===== config.mk =====
export PLATFORM = sky130hd
export DESIGN_NAME = valve_hit_and_hold_driver_unit
export DESIGN_NICKNAME = d
export VERILOG_FILES = /design/src/sv/vhh_pkg.sv /design/src/sv/valve_hit_and_hold_driver_unit.sv /design/src/sv/vhh_in_stage.sv /design/src/sv/vhh_core.sv
export SDC_FILE = /design/constraint.sdc
export NUM_CORES = 1
export LEC_CHECK = 0
export BUFFER_PORTS_ARGS = -buffer_cell sky130_fd_sc_hd__buf_2
export CAP_MARGIN = 20
export CORE_UTILIZATION = 35
export DETAILED_ROUTE_END_ITERATION = 10
export SETUP_SLACK_MARGIN = 0.05
export SYNTH_ARGS = -nofsm -noshare
export SYNTH_HDL_FRONTEND = slang
export SYNTH_SLANG_ARGS = --single-unit

===== constraint.sdc =====
create_clock -name clock -period 12.4 [get_ports clock]
set_clock_uncertainty 0.2 [all_clocks]
set_input_delay 0 -clock clock [delete_from_list [all_inputs] [get_ports clock]]
set_output_delay 0 -clock clock [all_outputs]
set_load 0.005 [all_outputs]

===== src/sv/vhh_pkg.sv =====
package vhh_pkg;

   // Command codes carried on req_tuser.
   localparam logic [3:0] CMD_SET_PORTS   = 4'd0;
   localparam logic [3:0] CMD_OPEN_PORTS  = 4'd1;
   localparam logic [3:0] CMD_CLOSE_PORTS = 4'd2;
   localparam logic [3:0] CMD_OPEN_INLET  = 4'd3;
   localparam logic [3:0] CMD_CLOSE_INLET = 4'd4;
   localparam logic [3:0] CMD_OPEN_OUTLET = 4'd5;
   localparam logic [3:0] CMD_CLOSE_OUTLET= 4'd6;
   localparam logic [3:0] CMD_PUMP_START  = 4'd7;
   localparam logic [3:0] CMD_PUMP_STOP   = 4'd8;
   localparam logic [3:0] CMD_OPTIMIZE    = 4'd9;
   localparam logic [3:0] CMD_TICK        = 4'd10;

   localparam logic [1:0] PUMP_ONE = 2'd1;
   localparam logic [1:0] PUMP_TWO = 2'd2;

   localparam int         OUT_PORTS   = 5;
   localparam logic [7:0] FULL_LEVEL  = 8'd255;
   localparam int         ELAPSED_W   = 17;
   localparam logic [ELAPSED_W-1:0] ELAPSED_MAX = 17'd65536;

   localparam int REQ_DATA_W = 40;
   localparam int REQ_USER_W = 4;
   localparam int RSP_DATA_W = 88;

   typedef struct packed {
      logic [15:0] threshold_ms;
      logic [7:0]  hold_level;
      logic [7:0]  pump_level;
      logic [1:0]  pump_number;
      logic [4:0]  port_mask;
      logic [3:0]  command;
   } item_type;

   typedef struct packed {
      logic [8:0] status_word;
      logic [7:0] pump2_drive;
      logic [7:0] pump1_drive;
      logic [7:0] outlet_drive;
      logic [7:0] inlet_drive;
      logic [7:0] port5_drive;
      logic [7:0] port4_drive;
      logic [7:0] port3_drive;
      logic [7:0] port2_drive;
      logic [7:0] port1_drive;
   } result_type;

endpackage


===== src/sv/valve_hit_and_hold_driver_unit.sv =====
// Hit-and-hold driver for port, inlet and outlet solenoid valves and two pumps.
// Commands arrive as transactions on the req_ stream: req_tuser carries the
// command code, req_tdata its arguments. Every accepted transaction produces
// exactly one rsp_ transaction with all drive levels and the status word,
// taken after the command has been applied.
// The input register takes a transaction when it is accepted; when the result
// register is free or being read, it passes through the valve update into the
// result register, which drives rsp_tvalid and rsp_tdata. Throughput is one
// transaction per cycle while rsp_tready stays high; the valve update is a
// single pass of shallow logic over all valves in parallel.
// After reset every valve is closed with level zero, elapsed counters are
// zero, both pumps are stopped and the last hold level is zero. The block is
// ready for a transaction in the first cycle after reset.
// When rsp_tready is low, the result register holds its transaction and the
// input register can still take one more; req_tready drops only when both
// are full. No transaction is lost or repeated under any stall pattern.
module valve_hit_and_hold_driver_unit #(
   parameter int NUM_PORTS = 5
) (
   input  logic                           clock,
   input  logic                           reset,
   input  logic                           req_tvalid,
   output logic                           req_tready,
   // port_mask[4:0], pump_number[6:5], pump_level[14:7], hold_level[22:15],
   // threshold_ms[38:23], zero fill [39]
   input  logic [vhh_pkg::REQ_DATA_W-1:0] req_tdata,
   // command[3:0]
   input  logic [vhh_pkg::REQ_USER_W-1:0] req_tuser,
   output logic                           rsp_tvalid,
   input  logic                           rsp_tready,
   // port1..port5_drive[39:0], inlet_drive[47:40], outlet_drive[55:48],
   // pump1_drive[63:56], pump2_drive[71:64], status_word[80:72], zero fill
   output logic [vhh_pkg::RSP_DATA_W-1:0] rsp_tdata
);
   import vhh_pkg::*;

   logic       item_valid;
   item_type   item;
   result_type result;
   logic       advance;
   logic       rsp_valid_ff, rsp_valid_in;
   result_type rsp_data_ff, rsp_data_in;

   assign advance = item_valid && (!rsp_valid_ff || rsp_tready);

   vhh_in_stage u_in_stage (
      .clock      (clock),
      .reset      (reset),
      .req_tvalid (req_tvalid),
      .req_tready (req_tready),
      .req_tdata  (req_tdata),
      .req_tuser  (req_tuser),
      .advance    (advance),
      .item_valid (item_valid),
      .item       (item)
   );

   vhh_core #(
      .NUM_PORTS (NUM_PORTS)
   ) u_core (
      .clock  (clock),
      .reset  (reset),
      .fire   (advance),
      .item   (item),
      .result (result)
   );

   always_comb begin
      rsp_data_in  = advance ? result : rsp_data_ff;
      rsp_valid_in = advance ? 1'b1 : (rsp_tready ? 1'b0 : rsp_valid_ff);
   end

   always_ff @(posedge clock) begin
      if (reset) begin
         rsp_valid_ff <= 1'b0;
      end else begin
         rsp_valid_ff <= rsp_valid_in;
      end
      rsp_data_ff <= rsp_data_in;
   end

   assign rsp_tvalid = rsp_valid_ff;
   assign rsp_tdata  = {{(RSP_DATA_W - $bits(result_type)){1'b0}}, rsp_data_ff};
endmodule


===== src/sv/vhh_in_stage.sv =====
module vhh_in_stage (
   input  logic                        clock,
   input  logic                        reset,
   input  logic                        req_tvalid,
   output logic                        req_tready,
   input  logic [vhh_pkg::REQ_DATA_W-1:0] req_tdata,
   input  logic [vhh_pkg::REQ_USER_W-1:0] req_tuser,
   input  logic                        advance,
   output logic                        item_valid,
   output vhh_pkg::item_type           item
);
   import vhh_pkg::*;

   logic     valid_ff, valid_in;
   item_type item_ff, item_in;
   logic     take;

   // The register may refill in the same cycle that its item moves on.
   assign req_tready = !valid_ff || advance;
   assign take       = req_tvalid && req_tready;

   always_comb begin
      item_in = item_ff;
      if (take) begin
         item_in.command      = req_tuser[3:0];
         item_in.port_mask    = req_tdata[4:0];
         item_in.pump_number  = req_tdata[6:5];
         item_in.pump_level   = req_tdata[14:7];
         item_in.hold_level   = req_tdata[22:15];
         item_in.threshold_ms = req_tdata[38:23];
      end
      valid_in = take ? 1'b1 : (advance ? 1'b0 : valid_ff);
   end

   always_ff @(posedge clock) begin
      if (reset) begin
         valid_ff <= 1'b0;
      end else begin
         valid_ff <= valid_in;
      end
      item_ff <= item_in;
   end

   assign item_valid = valid_ff;
   assign item       = item_ff;
endmodule


===== src/sv/vhh_core.sv =====
module vhh_core #(
   parameter int NUM_PORTS = 5
) (
   input  logic                 clock,
   input  logic                 reset,
   input  logic                 fire,
   input  vhh_pkg::item_type    item,
   output vhh_pkg::result_type  result
);
   import vhh_pkg::*;

   localparam int NUM_VALVES = NUM_PORTS + 2;
   localparam int INLET      = NUM_PORTS;
   localparam int OUTLET     = NUM_PORTS + 1;
   localparam int MASK_PORTS = (NUM_PORTS < OUT_PORTS) ? NUM_PORTS : OUT_PORTS;

   logic [7:0]           level_ff   [NUM_VALVES];
   logic [7:0]           level_in   [NUM_VALVES];
   logic [NUM_VALVES-1:0] open_ff, open_in, held_ff, held_in;
   logic [ELAPSED_W-1:0] elapsed_ff [NUM_VALVES];
   logic [ELAPSED_W-1:0] elapsed_in [NUM_VALVES];
   logic [7:0]           pump_ff    [2];
   logic [7:0]           pump_in    [2];
   logic [7:0]           last_hold_ff, last_hold_in;
   logic [NUM_VALVES-1:0] do_open, do_close;
   logic [8:0]           status;
   logic [7:0]           port_drive [OUT_PORTS];

   always_comb begin
      do_open  = '0;
      do_close = '0;
      for (int v = 0; v < MASK_PORTS; v++) begin
         case (item.command)
            CMD_SET_PORTS: begin
               do_open[v]  = item.port_mask[v];
               do_close[v] = !item.port_mask[v];
            end
            CMD_OPEN_PORTS:  do_open[v]  = item.port_mask[v];
            CMD_CLOSE_PORTS: do_close[v] = item.port_mask[v];
            default: ;
         endcase
      end
      case (item.command)
         CMD_OPEN_INLET:   do_open[INLET]   = 1'b1;
         CMD_CLOSE_INLET:  do_close[INLET]  = 1'b1;
         CMD_OPEN_OUTLET:  do_open[OUTLET]  = 1'b1;
         CMD_CLOSE_OUTLET: do_close[OUTLET] = 1'b1;
         default: ;
      endcase
   end

   always_comb begin
      last_hold_in = last_hold_ff;
      pump_in      = pump_ff;
      for (int v = 0; v < NUM_VALVES; v++) begin
         level_in[v]   = level_ff[v];
         open_in[v]    = open_ff[v];
         held_in[v]    = held_ff[v];
         elapsed_in[v] = elapsed_ff[v];
         if (do_open[v]) begin
            level_in[v]   = FULL_LEVEL;
            open_in[v]    = 1'b1;
            held_in[v]    = 1'b0;
            elapsed_in[v] = '0;
         end else if (do_close[v]) begin
            level_in[v]   = '0;
            open_in[v]    = 1'b0;
            held_in[v]    = 1'b0;
            elapsed_in[v] = '0;
         end else if (item.command == CMD_OPTIMIZE) begin
            // A held valve follows a changed hold level; an open valve past
            // the threshold drops to the hold level and becomes held.
            if (item.hold_level != last_hold_ff && held_ff[v]) begin
               level_in[v] = item.hold_level;
            end
            if (open_ff[v] && !held_ff[v] &&
                elapsed_ff[v] > {1'b0, item.threshold_ms}) begin
               level_in[v] = item.hold_level;
               held_in[v]  = 1'b1;
            end
         end else if (item.command == CMD_TICK) begin
            if (open_ff[v] && elapsed_ff[v] < ELAPSED_MAX) begin
               elapsed_in[v] = elapsed_ff[v] + ELAPSED_W'(1);
            end
         end
      end
      case (item.command)
         CMD_PUMP_START: begin
            if (item.pump_number == PUMP_ONE) pump_in[0] = item.pump_level;
            if (item.pump_number == PUMP_TWO) pump_in[1] = item.pump_level;
         end
         CMD_PUMP_STOP: begin
            if (item.pump_number == PUMP_ONE) pump_in[0] = '0;
            if (item.pump_number == PUMP_TWO) pump_in[1] = '0;
         end
         CMD_OPTIMIZE: last_hold_in = item.hold_level;
         default: ;
      endcase
   end

   always_ff @(posedge clock) begin
      if (reset) begin
         open_ff      <= '0;
         held_ff      <= '0;
         last_hold_ff <= '0;
         pump_ff[0]   <= '0;
         pump_ff[1]   <= '0;
         for (int v = 0; v < NUM_VALVES; v++) begin
            level_ff[v]   <= '0;
            elapsed_ff[v] <= '0;
         end
      end else if (fire) begin
         open_ff      <= open_in;
         held_ff      <= held_in;
         last_hold_ff <= last_hold_in;
         pump_ff      <= pump_in;
         for (int v = 0; v < NUM_VALVES; v++) begin
            level_ff[v]   <= level_in[v];
            elapsed_ff[v] <= elapsed_in[v];
         end
      end
   end

   // The result reflects the state after the item.
   always_comb begin
      status = '0;
      for (int k = 0; k < OUT_PORTS; k++) begin
         port_drive[k] = '0;
         if (k < NUM_PORTS) begin
            port_drive[k] = level_in[k];
            status[k]     = open_in[k];
         end
      end
      status[5] = open_in[INLET];
      status[6] = open_in[OUTLET];
      status[7] = pump_in[0] != '0;
      status[8] = pump_in[1] != '0;

      result.port1_drive  = port_drive[0];
      result.port2_drive  = port_drive[1];
      result.port3_drive  = port_drive[2];
      result.port4_drive  = port_drive[3];
      result.port5_drive  = port_drive[4];
      result.inlet_drive  = level_in[INLET];
      result.outlet_drive = level_in[OUTLET];
      result.pump1_drive  = pump_in[0];
      result.pump2_drive  = pump_in[1];
      result.status_word  = status;
   end
endmodule


After elaboration in Yosys (flattened, before gate mapping) --
Memory sizes are Yosys's and may differ from the RTL's. Cells that the tools add are included.
Cells by class: $add $sub $neg 7, $lt $le $gt $ge 14, equality and inequality tests 13, muxes and demuxes 154, bitwise logic cells 14, reductions and logical operators 74
Operator list (count):
- 17-bit two-way mux | 42
- 8-bit two-way mux | 46
- 17-bit by 1-bit adder with 17-bit output, second input constant | 7
- 17-bit by 16-bit greater-than comparator with 1-bit output | 7
- 17-bit less-than comparator, second input constant | 7
- 1-bit two-way mux | 60
- 3-bit nonzero test | 14
- 16-bit case mux with 2 select lines | 1
- 1-bit logical AND | 30
- 3-bit AND reduction | 7
- 4-bit by 3-bit equality test with 1-bit output, second input constant | 4
- 8-bit nonzero test | 2
- 1-bit logical NOT | 14
- 1-bit bitwise OR | 14
- 4-bit equality test, second input constant | 3
- 1-bit case mux with 2 select lines | 5
- 4-bit by 2-bit equality test with 1-bit output, second input constant | 2
- 8-bit != test | 1
- 4-bit by 1-bit equality test with 1-bit output, second input constant | 1
- 4-bit logical NOT | 1
- 2-bit nonzero test | 2
- 2-bit by 1-bit equality test with 1-bit output, second input constant | 1
- 2-bit equality test, second input constant | 1
- 1-bit logical OR | 2
- other kinds (2) | 2
Word-level totals: register bits 164, bits in writable memories 175, input port bits 48, output and inout bits 90, logic and storage cells 307, memories 2
Memory list:
- u_core.elapsed_ff | depth 7, bits a word 17, rd ports 7, clocked after memory_dff 0, wr ports 7, line vhh_core.sv:20 | logic [ELAPSED_W-1:0] elapsed_ff [NUM_VALVES];
- u_core.level_ff | depth 7, bits a word 8, rd ports 7, clocked after memory_dff 0, wr ports 7, line vhh_core.sv:17 | logic [7:0] level_ff [NUM_VALVES];

Depth between registers and ports, before layout --
Gate-level depths: netlist of the first run. An unclocked memory read counts as a cell.
word-level depth 9, gate-level depth with buffers 10, depth with buffers taken out 9

Modules after synthesis --
Synthesis of the first run repeated with hierarchy kept, for this count alone.
Second synthesis, totals: cells, all modules 1626, area, all modules 17915.9 um2
Modules (own cells, without submodules):
- vhh_core | times used 1, cells each 1484, area an instance 14026.0 um2, sequential area each 6015.8 um2
- valve_hit_and_hold_driver_unit | times used 1, cells each 94, area an instance 2543.7 um2, sequential area each 2452.4 um2
- vhh_in_stage | times used 1, cells each 48, area an instance 1346.3 um2, sequential area each 1311.3 um2

Least setup slack after synthesis of the first run --
No wires, ideal clock.
path kind flip-flop to flip-flop, from register rsp_valid_ff, in the netlist rsp_tvalid, to register rsp_data_ff, in the netlist rsp_tdata[0], enable pin, setup time 0.477 ns, data arrival time 3.519 ns, data required time 11.723 ns, path slack 8.204 ns, cell stages (with the launch flop) 7, buffers on the path 3, period minus slack after synthesis 4.196 ns, cell sequence dfxtp_1 > nor2b_1 > nand2b_1 > buf_2 > inv_1 > clkbuf_1 > clkbuf_1
Between the ends: longest elaborated chain between the ends 3
RTL lines:
- from (decl) | line valve_hit_and_hold_driver_unit.sv:41 | logic rsp_valid_ff, rsp_valid_in;
- from (signal assigned) | line valve_hit_and_hold_driver_unit.sv:77 | rsp_valid_ff <= rsp_valid_in;
- 1-bit logical NOT | line valve_hit_and_hold_driver_unit.sv:44 | assign advance = item_valid && (!rsp_valid_ff || rsp_tready);
- 1-bit logical OR | line valve_hit_and_hold_driver_unit.sv:44
- 1-bit logical AND | line valve_hit_and_hold_driver_unit.sv:44
- named net advance | line valve_hit_and_hold_driver_unit.sv:40 | logic advance;
- to (signal assigned) | line valve_hit_and_hold_driver_unit.sv:79 | rsp_data_ff <= rsp_data_in;
- to (decl) | line valve_hit_and_hold_driver_unit.sv:42 | result_type rsp_data_ff, rsp_data_in;
The timed path passes the listed nets, and every way through them passes these cells. A chain may end at the register's enable or synchronous reset.

==> flow_metrics.tcl, run 1 <==
set metrics [dict create \
    clock_insertion_delay_worst_skew_ns 0.57 \
    globalRouteTotalUtil 0.175 \
    grt_util_met3 0.0314 \
    ys_ff_latch 339 \
    yosys_warnings 0 \
    synth_sequential_area_ratio 0.554 \
    io_buffer_count 129 \
    cts_resized 0 \
    grt.overflow.total 0 \
    cts_tree "yes" \
    grt_first_pass_wirelength_um 69600 \
    min_period_over_period 0.279 \
    r2r_setup_slack_ns 8.93 \
    p_leak_nw 8.33 \
    via_count_of_the_first_global_routing_pass 12815 \
    result_of_the_run "finished clean" \
    hold_depth 2 \
    weighted_congestion_at_the_end_of_routability_driven_global_placement 0.820 \
    gr-usage-met1 0.222 \
    syn-instance-count 1564 \
    setup_violation_total_in_the_final_timing_report 0 \
    clkSlewWorstSetupHoldPaths_ns 0.06 \
    floorplan.die_area_um2 51300 \
    maximum_operating_frequency_ghz 0.289 \
    route.detailed.wl_per_inst_um 17.8 \
    post_synth_fa_ha_maj_area_fraction 0.0843 \
    detailedPlacementHpwl_um 29900 \
    syn_to_final_growth_pct 20.1 \
    slew_at_the_pin_closest_to_its_max_slew_limit_ns 1.06 \
    r2r-start "u_in_stage.item[42]" \
    route.final.wire_length_um 44300 \
    gr-max-usage-layer "met2" \
    yosys.area_share.simple 0.145 \
    tritoncts.num_buffers 39 \
    synth_area_leaders "sky130_fd_sc_hd__edfxtp_1 51%, sky130_fd_sc_hd__ha_1 8.4%, sky130_fd_sc_hd__dfxtp_1 4.5%, sky130_fd_sc_hd__nor2_1 4.4%, sky130_fd_sc_hd__mux2i_1 3.2%" \
    hold_viol 0 \
    initial_antenna_violation_count 0 \
    post_synth_mux_area_share 0.0317 \
    vias 12847 \
    diode_count 0 \
    avgSynthCellArea_um2 11.3 \
    number_of_pins_exceeding_their_max_slew_limit_in_the_final_report 0 \
    setup.worst_path.class "flip-flop to flip-flop" \
    highest_delay_cell_along_the_critical_path "sky130_fd_sc_hd__or4_4" \
    postSynth.topFlopCell "sky130_fd_sc_hd__edfxtp_1" \
    cp_cell_sequence "inv_1 > ha_1 > nand4b_4 > or4_4 > o21ai_2 > nor3_1 > a22oi_2 > mux2i_1 > o21ai_1" \
    start_kind "flip-flop" \
    synth.distinct_cells 55 \
    regToRegEndpoint "rsp_tdata[26]" \
    core.rowCount 81 \
    firstDrtPassIters 5 \
    yosysTopAreaCell "sky130_fd_sc_hd__edfxtp_1" \
    synth_top_family_by_area "simple AND/OR/NAND/NOR gates" \
    cts_htree_levels 2 \
    critical_path_required_ns 12.48 \
    clock_tree.buffer_depth 3 \
    top_level_ports 138 \
    p_per_area_nw_per_um2 135 \
    finalSetupTns_ns 0 \
    final_critical_path_setup_slack_ns 8.93 \
    worstSetupStartpoint "u_in_stage.item[42]" \
    fp.dieH_um 227 \
    postLayoutCoreUtil 0.430 \
    final_layout_size_suffix_gt1_frac 0.129 \
    starting_density_of_the_core 0.358 \
    post_synth_instance_area_um2 17700 \
    synth_xor_area_frac 0.0551 \
    largest_net_degree_at_the_start_of_global_routing 60 \
    slew-limit-headroom 0.289 \
    final_period_minus_worst_setup_slack_ns 3.47 \
    source_of_the_worst_hold_timing_path "u_core.last_hold_ff[5]" \
    netlist_top_cells_count "299 x sky130_fd_sc_hd__edfxtp_1, 206 x sky130_fd_sc_hd__nor2_1, 119 x sky130_fd_sc_hd__ha_1" \
    worst-path-buf-inv 1 \
    worst_case_hold_path_end_point "u_core.last_hold_ff[5]" \
    rsz0062_at_grt "no" \
    route.detailed.drc 0 \
    drtAntennaViolNets 0 \
    coreArea_um2 49400 \
    gr-usage-met2 0.300 \
    synth_compound_area_frac 0.100 \
    crit_path_end_kind "flip-flop" \
    critical_path_peak_fanout 8 \
    timing.critical_path.max_delay_family "compound AO/OA/AOI/OAI gates" \
    vias_per_cell 5.17 \
    die_x_um 227 \
    synth-edff-count 299 \
    detailed_place.area_um2 19000 \
    tritoncts_num_sinks 339 \
    yosysTopAreaCellShare 0.509 \
    cp.arrival_ns 3.54 \
    pre_cts_slack_ns 8.93 \
    r2r_cells 9 \
    critical-path-max-stage-delay_ns 0.56 \
    min-delay-path-class "flip-flop to flip-flop" \
    synth_most_common_cell "sky130_fd_sc_hd__edfxtp_1" \
    design_power_total_mw 2.85 \
    summed_area_of_non_filler_cells_in_the_final_layout_um2 21200 \
    drt-initial-drc-count 803 \
    finish.net_count 1961 \
    drv_cap 0 \
    peakVddDrop_uv 93.7 \
    clk_root_buffer_cell "sky130_fd_sc_hd__clkbuf_16" \
    async_reset_ff_frac 0 \
]
-- tightest hold or removal path: stages, from the launching register on --
cell and delay [ns]:
sky130_fd_sc_hd__dfxtp_1 0.32, sky130_fd_sc_hd__nand2_1 0.05, sky130_fd_sc_hd__a21oi_1 0.05
-- state kept, by name, indices dropped and copies added (netlist names) --
| signal | cells |
|---|---|
| u_core.last_hold_ff | 8 |
| u_core.open_ff | 7 |
| rsp_tdata | 81 |
| u_core.elapsed_ff | 119 |
| u_in_stage.item | 43 |
| rsp_tvalid | 1 |
| u_core.level_ff | 56 |
| u_core.held_ff | 7 |
| u_in_stage.item_valid | 1 |
| u_core.pump_ff | 16 |
-- power breakdown --
part	total [mW]	leakage, nW	switching (mW)	internal, mW
combinational	0.300	4.36	0.176	0.123
sequential	1.39	3.35	0.0635	1.33
clock	1.16	0.625	0.469	0.693
-- layout by cell type, fill, tap and decap left out, types with 4 or more instances in the layout --
cell type                       netlist  final
sky130_fd_sc_hd__edfxtp_1           299    299
sky130_fd_sc_hd__nor2_1             206    206
sky130_fd_sc_hd__buf_2               15    129
sky130_fd_sc_hd__ha_1               119    119
sky130_fd_sc_hd__o21ai_1            112    112
sky130_fd_sc_hd__nand2_1             96     96
sky130_fd_sc_hd__dlygate4sd3_1        0     93
sky130_fd_sc_hd__a21oi_1             77     77
sky130_fd_sc_hd__nand3_1             72     72
sky130_fd_sc_hd__xor2_1              63     63
sky130_fd_sc_hd__inv_1               61     59
sky130_fd_sc_hd__mux2i_1             56     56
sky130_fd_sc_hd__xnor2_1             48     48
sky130_fd_sc_hd__nand4_1             40     40
sky130_fd_sc_hd__dfxtp_1             40     40
sky130_fd_sc_hd__o21ai_0             39     39
sky130_fd_sc_hd__clkbuf_16            0     39
sky130_fd_sc_hd__nor3_1              38     37
sky130_fd_sc_hd__buf_4               10     17
sky130_fd_sc_hd__a31oi_1             14     14
sky130_fd_sc_hd__and3_1              13     13
sky130_fd_sc_hd__a211oi_1            12     12
sky130_fd_sc_hd__a22o_1              12     12
sky130_fd_sc_hd__or3_1                9      9
sky130_fd_sc_hd__clkbuf_1            21      9
sky130_fd_sc_hd__clkinv_2             0      8
sky130_fd_sc_hd__a21o_1               7      7
sky130_fd_sc_hd__a22oi_1              7      7
sky130_fd_sc_hd__and2_1               8      7
sky130_fd_sc_hd__conb_1               1      7
sky130_fd_sc_hd__nor4_1               6      6
sky130_fd_sc_hd__nand2b_1             5      5
sky130_fd_sc_hd__a32oi_4              5      5
sky130_fd_sc_hd__bufinv_16            0      5
sky130_fd_sc_hd__nand4b_1             4      4
sky130_fd_sc_hd__clkinv_1             0      4
-- per-stage QoR --
| stage | std cells | hold WS, ns |
|---|---|---|
| 2_1_floorplan | 1570 | -0.101 |
| 3_3_place_gp | 2323 | -0.0207 |
| 3_5_place_dp | 2323 | -0.0219 |
| 4_1_cts | 2486 | 0.268 |
| 5_1_grt | 2487 | 0.290 |
| 6_report | 2487 | 0.270 |
-- cell type report --
type,count,area [um^2]
inverter,61,231
sequential,339,9780
tap,664,831
fill,4595,28100
multi-input combinational,1113,7380
clock buffer,49,1020
clock inverter,21,250
timing repair buffer,240,1710
-- worst max-delay path by stage --
stage / end / depth (start not counted)
2_1_floorplan: rsp_tdata[0] / 6
3_3_place_gp: rsp_tdata[26] / 9
3_5_place_dp: rsp_tdata[36] / 8
4_1_cts: rsp_tdata[36] / 8
5_1_grt: u_core.elapsed_ff[0][4] / 7
6_report: rsp_tdata[26] / 9
-- what timing repair did --
| item | 4_1_cts | 5_1_grt |
|---|---|---|
| hold endpoints to repair | 82 | 0 |
| hold buffers | 93 | 0 |
| endpoints found under the setup margin | 0 | 0 |
| buffers inserted | 0 | 0 |
-- routing by layer --
layer / wire (um) / share of wire / vias up
li1: - / - / 6209
met1: 19000 / 0.43 / 6292
met2: 21900 / 0.49 / 278
met3: 2160 / 0.049 / 68
met4: 1160 / 0.026 / 0
met5: 0 / 0 / -
-- kinds of logic after synthesis --
family	Yosys count
other	1
flip-flops	339
AO/OA/AOI/OAI	296
buffers and inverters	118
AND/OR/NAND/NOR	524
adder cells (fa/ha/maj)	119
XOR/XNOR	111
multiplexers	56
No activity file was read; power rests on OpenSTA's default activity.
==> run 2: changes to the inputs <==
clock period = 3.5 ns   (was 12.4 ns; I/O delays follow)
==> flow_metrics.tcl, run 2 (synthesis results as in run 1) <==
set metrics [dict create \
    result_of_the_run "finished clean" \
    io_buffer_count 129 \
    core.rowCount 81 \
    detailedPlacementHpwl_um 30800 \
    top_level_ports 138 \
    start_kind "flip-flop" \
    tritoncts.num_buffers 39 \
    cp.arrival_ns 3.35 \
    drt-initial-drc-count 880 \
    route.detailed.drc 0 \
    die_x_um 227 \
    min_period_over_period 0.934 \
    clkSlewWorstSetupHoldPaths_ns 0.06 \
    number_of_pins_exceeding_their_max_slew_limit_in_the_final_report 0 \
    fp.dieH_um 227 \
    finish.net_count 2001 \
    clk_root_buffer_cell "sky130_fd_sc_hd__clkbuf_16" \
    drv_cap 0 \
    worst_hold_slack_ns 0.269 \
    p_leak_nw 8.51 \
    highest_delay_cell_along_the_critical_path "sky130_fd_sc_hd__a32oi_4" \
    firstDrtPassIters 8 \
    via_count_of_the_first_global_routing_pass 13023 \
    critical_path_peak_fanout 8 \
    syn_to_final_growth_pct 21.8 \
    critical_path_required_ns 3.58 \
    number_of_buffers_inserted_to_repair_setup_after_cts 0 \
    vias 12991 \
    min-delay-path-class "flip-flop to flip-flop" \
    design_power_total_mw 9.98 \
    final_layout_size_suffix_gt1_frac 0.149 \
    r2r_cells 8 \
    tritoncts_num_sinks 339 \
    coreArea_um2 49400 \
    rsz0062_at_grt "no" \
    final_period_minus_worst_setup_slack_ns 3.27 \
    largest_register "u_core.elapsed_ff" \
    hold_viol 0 \
    slew_at_the_pin_closest_to_its_max_slew_limit_ns 0.997 \
    cts_htree_levels 2 \
    initial_antenna_violation_count 2 \
    clock_insertion_delay_worst_skew_ns 0.56 \
    slew-limit-headroom 0.330 \
    setup_violation_total_in_the_final_timing_report 0 \
    timing.critical_path.max_delay_family "compound AO/OA/AOI/OAI gates" \
    hold_depth 2 \
    cts_tree "yes" \
    largest_net_degree_at_the_start_of_global_routing 47 \
    peakVddDrop_uv 300 \
    setup.worst_path.class "flip-flop to flip-flop" \
    worst-path-buf-inv 1 \
    finalSetupTns_ns 0 \
    weighted_congestion_at_the_end_of_routability_driven_global_placement 0.833 \
    crit_path_end_kind "flip-flop" \
    starting_density_of_the_core 0.358 \
    final_cell_mix "299 x sky130_fd_sc_hd__edfxtp_1, 206 x sky130_fd_sc_hd__nor2_1, 129 x sky130_fd_sc_hd__buf_2" \
    vias_per_cell 5.14 \
    clock_tree.buffer_depth 3 \
    route.final.wire_length_um 44900 \
    critical_path_depth 8 \
    layout_commonest_cell "sky130_fd_sc_hd__edfxtp_1" \
    flip_flop_count_of_the_largest_register_after_layout 119 \
    cp_cell_sequence "clkinvlp_4 > ha_1 > nand4b_1 > nor4_1 > a21oi_1 > a32oi_4 > mux2i_1 > o21ai_1" \
    grt.overflow.total 0 \
    critical-path-max-stage-delay_ns 0.52 \
    maximum_operating_frequency_ghz 0.306 \
    p_per_area_nw_per_um2 464 \
    floorplan.die_area_um2 51300 \
    route.detailed.wl_per_inst_um 17.7 \
    drtAntennaViolNets 0 \
    grt_first_pass_wirelength_um 70300 \
    globalRouteTotalUtil 0.177 \
    fillcell_total 4557 \
]
run 2: changes by cell type in the layout (fill, tap and decap cells not counted), sizes merged:
cell	previous run	this run
buf	146	187
bufinv	5	1
clkbuf	50	54
clkinvlp	1	2
diode	0	1
inv	63	61
run 2: area by class of cell:
| class | count | area, um^2 | area share |
|---|---|---|---|
| Antenna cell | 1 | 2.50 | 0.000116 |
| Clock inverter | 16 | 141 | 0.00658 |
| Inverter | 61 | 235 | 0.0109 |
| Multi-Input combinational cell | 1113 | 7390 | 0.343 |
| Sequential cell | 339 | 9780 | 0.455 |
| Clock buffer | 54 | 1100 | 0.0513 |
| Timing Repair Buffer | 280 | 2020 | 0.0942 |
| Tap cell | 664 | 831 | 0.0386 |
run 2: per-stage QoR:
stage          cells   util  instance area, um^2  worst slack [ns]
2_1_floorplan   1570      -                17700             0.499
3_3_place_gp    2364  0.391                19300             0.348
3_5_place_dp    2364  0.391                19300             0.307
4_1_cts         2527  0.435                21500             0.292
5_1_grt         2528  0.436                21500            0.0788
6_report        2528  0.436                21500             0.233
run 2: layer usage:
layer,vias up,part of all wire,track usage
li1,6295,-,-
met1,6305,0.43,0.221
met2,314,0.49,0.300
met3,75,0.050,0.0360
met4,2,0.030,0.0647
met5,-,0.00018,0
run 2: final timing paths:
kind	slack, ns	endpoint	start
setup / recovery	0.23	rsp_tdata[33]	u_in_stage.item[41]
hold / removal	0.27	u_core.last_hold_ff[7]	u_core.last_hold_ff[7]
setup reg to reg	0.23	rsp_tdata[33]	u_in_stage.item[41]
hold reg to reg	0.27	u_core.last_hold_ff[7]	u_core.last_hold_ff[7]
run 2: worst reg2reg max path, stage by stage, from the launching register on:
cell and delay [ns]:
sky130_fd_sc_hd__edfxtp_1 0.38, sky130_fd_sc_hd__clkinvlp_4 0.24, sky130_fd_sc_hd__ha_1 0.38, sky130_fd_sc_hd__nand4b_1 0.15, sky130_fd_sc_hd__nor4_1 0.49, sky130_fd_sc_hd__a21oi_1 0.21, sky130_fd_sc_hd__a32oi_4 0.52, sky130_fd_sc_hd__mux2i_1 0.33
sky130_fd_sc_hd__o21ai_1 0.10
run 2: report_power, final:
part / switching [mW] / total [mW] / internal, mW
sequential: 0.202 / 4.91 / 4.71
combinational: 0.653 / 1.11 / 0.461
clock: 1.67 / 3.95 / 2.29
total: 2.52 / 9.98 / 7.46
run 2: what timing repair did:
action | 4_1_cts | 5_1_grt
resized for setup | 0 | 2
setup endpoints to repair | 0 | 3
hold buffers | 93 | 0
hold endpoints to repair | 98 | 0
==> run 3: changes to the inputs <==
BUFFER_PORTS_ARGS = -buffer_cell sky130_fd_sc_hd__buf_4   (was -buffer_cell sky130_fd_sc_hd__buf_2)
==> flow_metrics.tcl, run 3 (synthesis results as in run 1) <==
set metrics [dict create \
    slew-limit-headroom 0.327 \
    floorplan.die_area_um2 51300 \
    clock_tree.buffer_depth 3 \
    result_of_the_run "finished clean" \
    min-delay-path-class "primary input to flip-flop" \
    route.detailed.wl_per_inst_um 17.8 \
    drt-initial-drc-count 976 \
    rsz0062_at_grt "no" \
    slew_at_the_pin_closest_to_its_max_slew_limit_ns 1.01 \
    maximum_operating_frequency_ghz 0.313 \
    largest_register "u_core.elapsed_ff" \
    finalNonFillerCells 2535 \
    multi_input_comb_area_um2 7370 \
    weighted_congestion_at_the_end_of_routability_driven_global_placement 0.844 \
    final_cell_mix "299 x sky130_fd_sc_hd__edfxtp_1, 206 x sky130_fd_sc_hd__nor2_1, 194 x sky130_fd_sc_hd__buf_4" \
    critical_path_required_ns 3.58 \
    cts_tree "yes" \
    final_layout_size_suffix_gt1_frac 0.151 \
    min_period_over_period 0.913 \
    route.detailed.drc 0 \
    worst_case_hold_path_end_point "u_in_stage.item[7]" \
    finish.net_count 2008 \
    flip_flop_count_of_the_largest_register_after_layout 119 \
    core.rowCount 81 \
    via_count_of_the_first_global_routing_pass 13103 \
    die_x_um 227 \
    finalSetupTns_ns 0 \
    source_of_the_worst_hold_timing_path "req_tdata[3]" \
    number_of_buffers_inserted_to_repair_setup_after_cts 0 \
    syn_to_final_growth_pct 23.8 \
    final_period_minus_worst_setup_slack_ns 3.19 \
    top_level_ports 138 \
    grt.overflow.total 0 \
    total_instance_count_after_detailed_placement 2372 \
    worstSetupStartpoint "u_in_stage.item[42]" \
    fillcell_total 4575 \
    largest_net_degree_at_the_start_of_global_routing 77 \
    critical_path_depth 8 \
    drtAntennaViolNets 0 \
    fp.dieH_um 227 \
    regToRegEndpoint "rsp_tdata[37]" \
    r2r_setup_slack_ns 0.31 \
    tritoncts.num_buffers 39 \
    p_per_area_nw_per_um2 459 \
    grt_first_pass_wirelength_um 71400 \
    initial_antenna_violation_count 1 \
    firstDrtPassIters 5 \
    vias_per_cell 5.16 \
    cp_cell_sequence "inv_1 > ha_1 > nand4b_1 > nor4_1 > a21oi_1 > a32oi_4 > mux2i_1 > o21ai_1" \
    critical-path-max-stage-delay_ns 0.51 \
    route.final.wire_length_um 45200 \
    crit_path_end_kind "flip-flop" \
    layout_commonest_cell "sky130_fd_sc_hd__edfxtp_1" \
    layout.area.seq_um2 9780 \
    setup.worst_path.class "flip-flop to flip-flop" \
    hold_depth 2 \
    setup_violation_total_in_the_final_timing_report 0 \
    clkSlewWorstSetupHoldPaths_ns 0.06 \
    critical_path_peak_fanout 8 \
    starting_density_of_the_core 0.358 \
    tritoncts_num_sinks 339 \
    r2r_cells 8 \
    hold_viol 0 \
    peakVddDrop_uv 326 \
    clk_root_buffer_cell "sky130_fd_sc_hd__clkbuf_16" \
    r2r-start "u_in_stage.item[42]" \
    cp.arrival_ns 3.27 \
    p_leak_nw 8.65 \
    vias 13083 \
    diode_count 0 \
    coreArea_um2 49400 \
    highest_delay_cell_along_the_critical_path "sky130_fd_sc_hd__a32oi_4" \
    cts_htree_levels 2 \
    start_kind "flip-flop" \
    worst-path-buf-inv 1 \
    timing.critical_path.max_delay_family "compound AO/OA/AOI/OAI gates" \
    clock_insertion_delay_worst_skew_ns 0.55 \
    number_of_pins_exceeding_their_max_slew_limit_in_the_final_report 0 \
    io_buffer_count 129 \
    drv_cap 0 \
    detailedPlacementHpwl_um 31200 \
    globalRouteTotalUtil 0.179 \
]
-- run 3: cell count changes in the layout (fill, tap and decap cells not counted), sizes merged --
cell and change:
buf +8, dlygate4sd3 -1, diode -1, clkinv +2
bufinv +1, clkbuf -2, clkinvlp -1, inv +1
-- run 3: power by group --
part / total, mW / internal [mW] / switching [mW]
combinational: 1.16 / 0.505 / 0.654
clock: 3.96 / 2.33 / 1.63
sequential: 4.92 / 4.71 / 0.209
-- run 3: through the flow --
stage / power [mW] / hold WS, ns / setup WS, ns / area (um^2) / util
after floorplan: 5.62 / -0.101 / 0.499 / 17700 / -
after global placement: 6.04 / -0.0202 / 0.341 / 19700 / 0.399
after detailed placement: 6.08 / -0.0206 / 0.315 / 19700 / 0.399
after CTS: 10.1 / 0.0139 / 0.297 / 21900 / 0.443
after global routing: 10.5 / 0.0362 / 0.0525 / 21900 / 0.443
final: 10.0 / 0.0458 / 0.306 / 21900 / 0.443
-- run 3: how the worst max path moves through the flow --
stage | to | slack, ns
floorplan | u_core.level_ff[0][0] | 0.50
global placement | rsp_tdata[33] | 0.34
detailed placement | rsp_tdata[50] | 0.32
CTS | rsp_tdata[37] | 0.30
global route | u_core.level_ff[1][22] | 0.05
finish | rsp_tdata[37] | 0.31
-- run 3: timing repair --
| item | 4_1_cts | 5_1_grt |
|---|---|---|
| gates resized for setup | 0 | 0 |
| hold endpoints to repair | 98 | 0 |
| hold buffers | 92 | 0 |
-- run 3: layout make-up --
type,count,area share
multi-input combinational,1113,0.337
clock inverter,19,0.00704
clock buffer,52,0.0497
sequential,339,0.447
timing repair buffer,287,0.110
inverter,61,0.0106
tap,664,0.0380
-- run 3: layer usage --
metal / routed length, um / part of all wire / global-route usage
met5: 11 / 0.00024 / 0
met2: 22000 / 0.49 / 0.306
met4: 1230 / 0.027 / 0.0591
met1: 19900 / 0.44 / 0.231
met3: 2050 / 0.045 / 0.0273
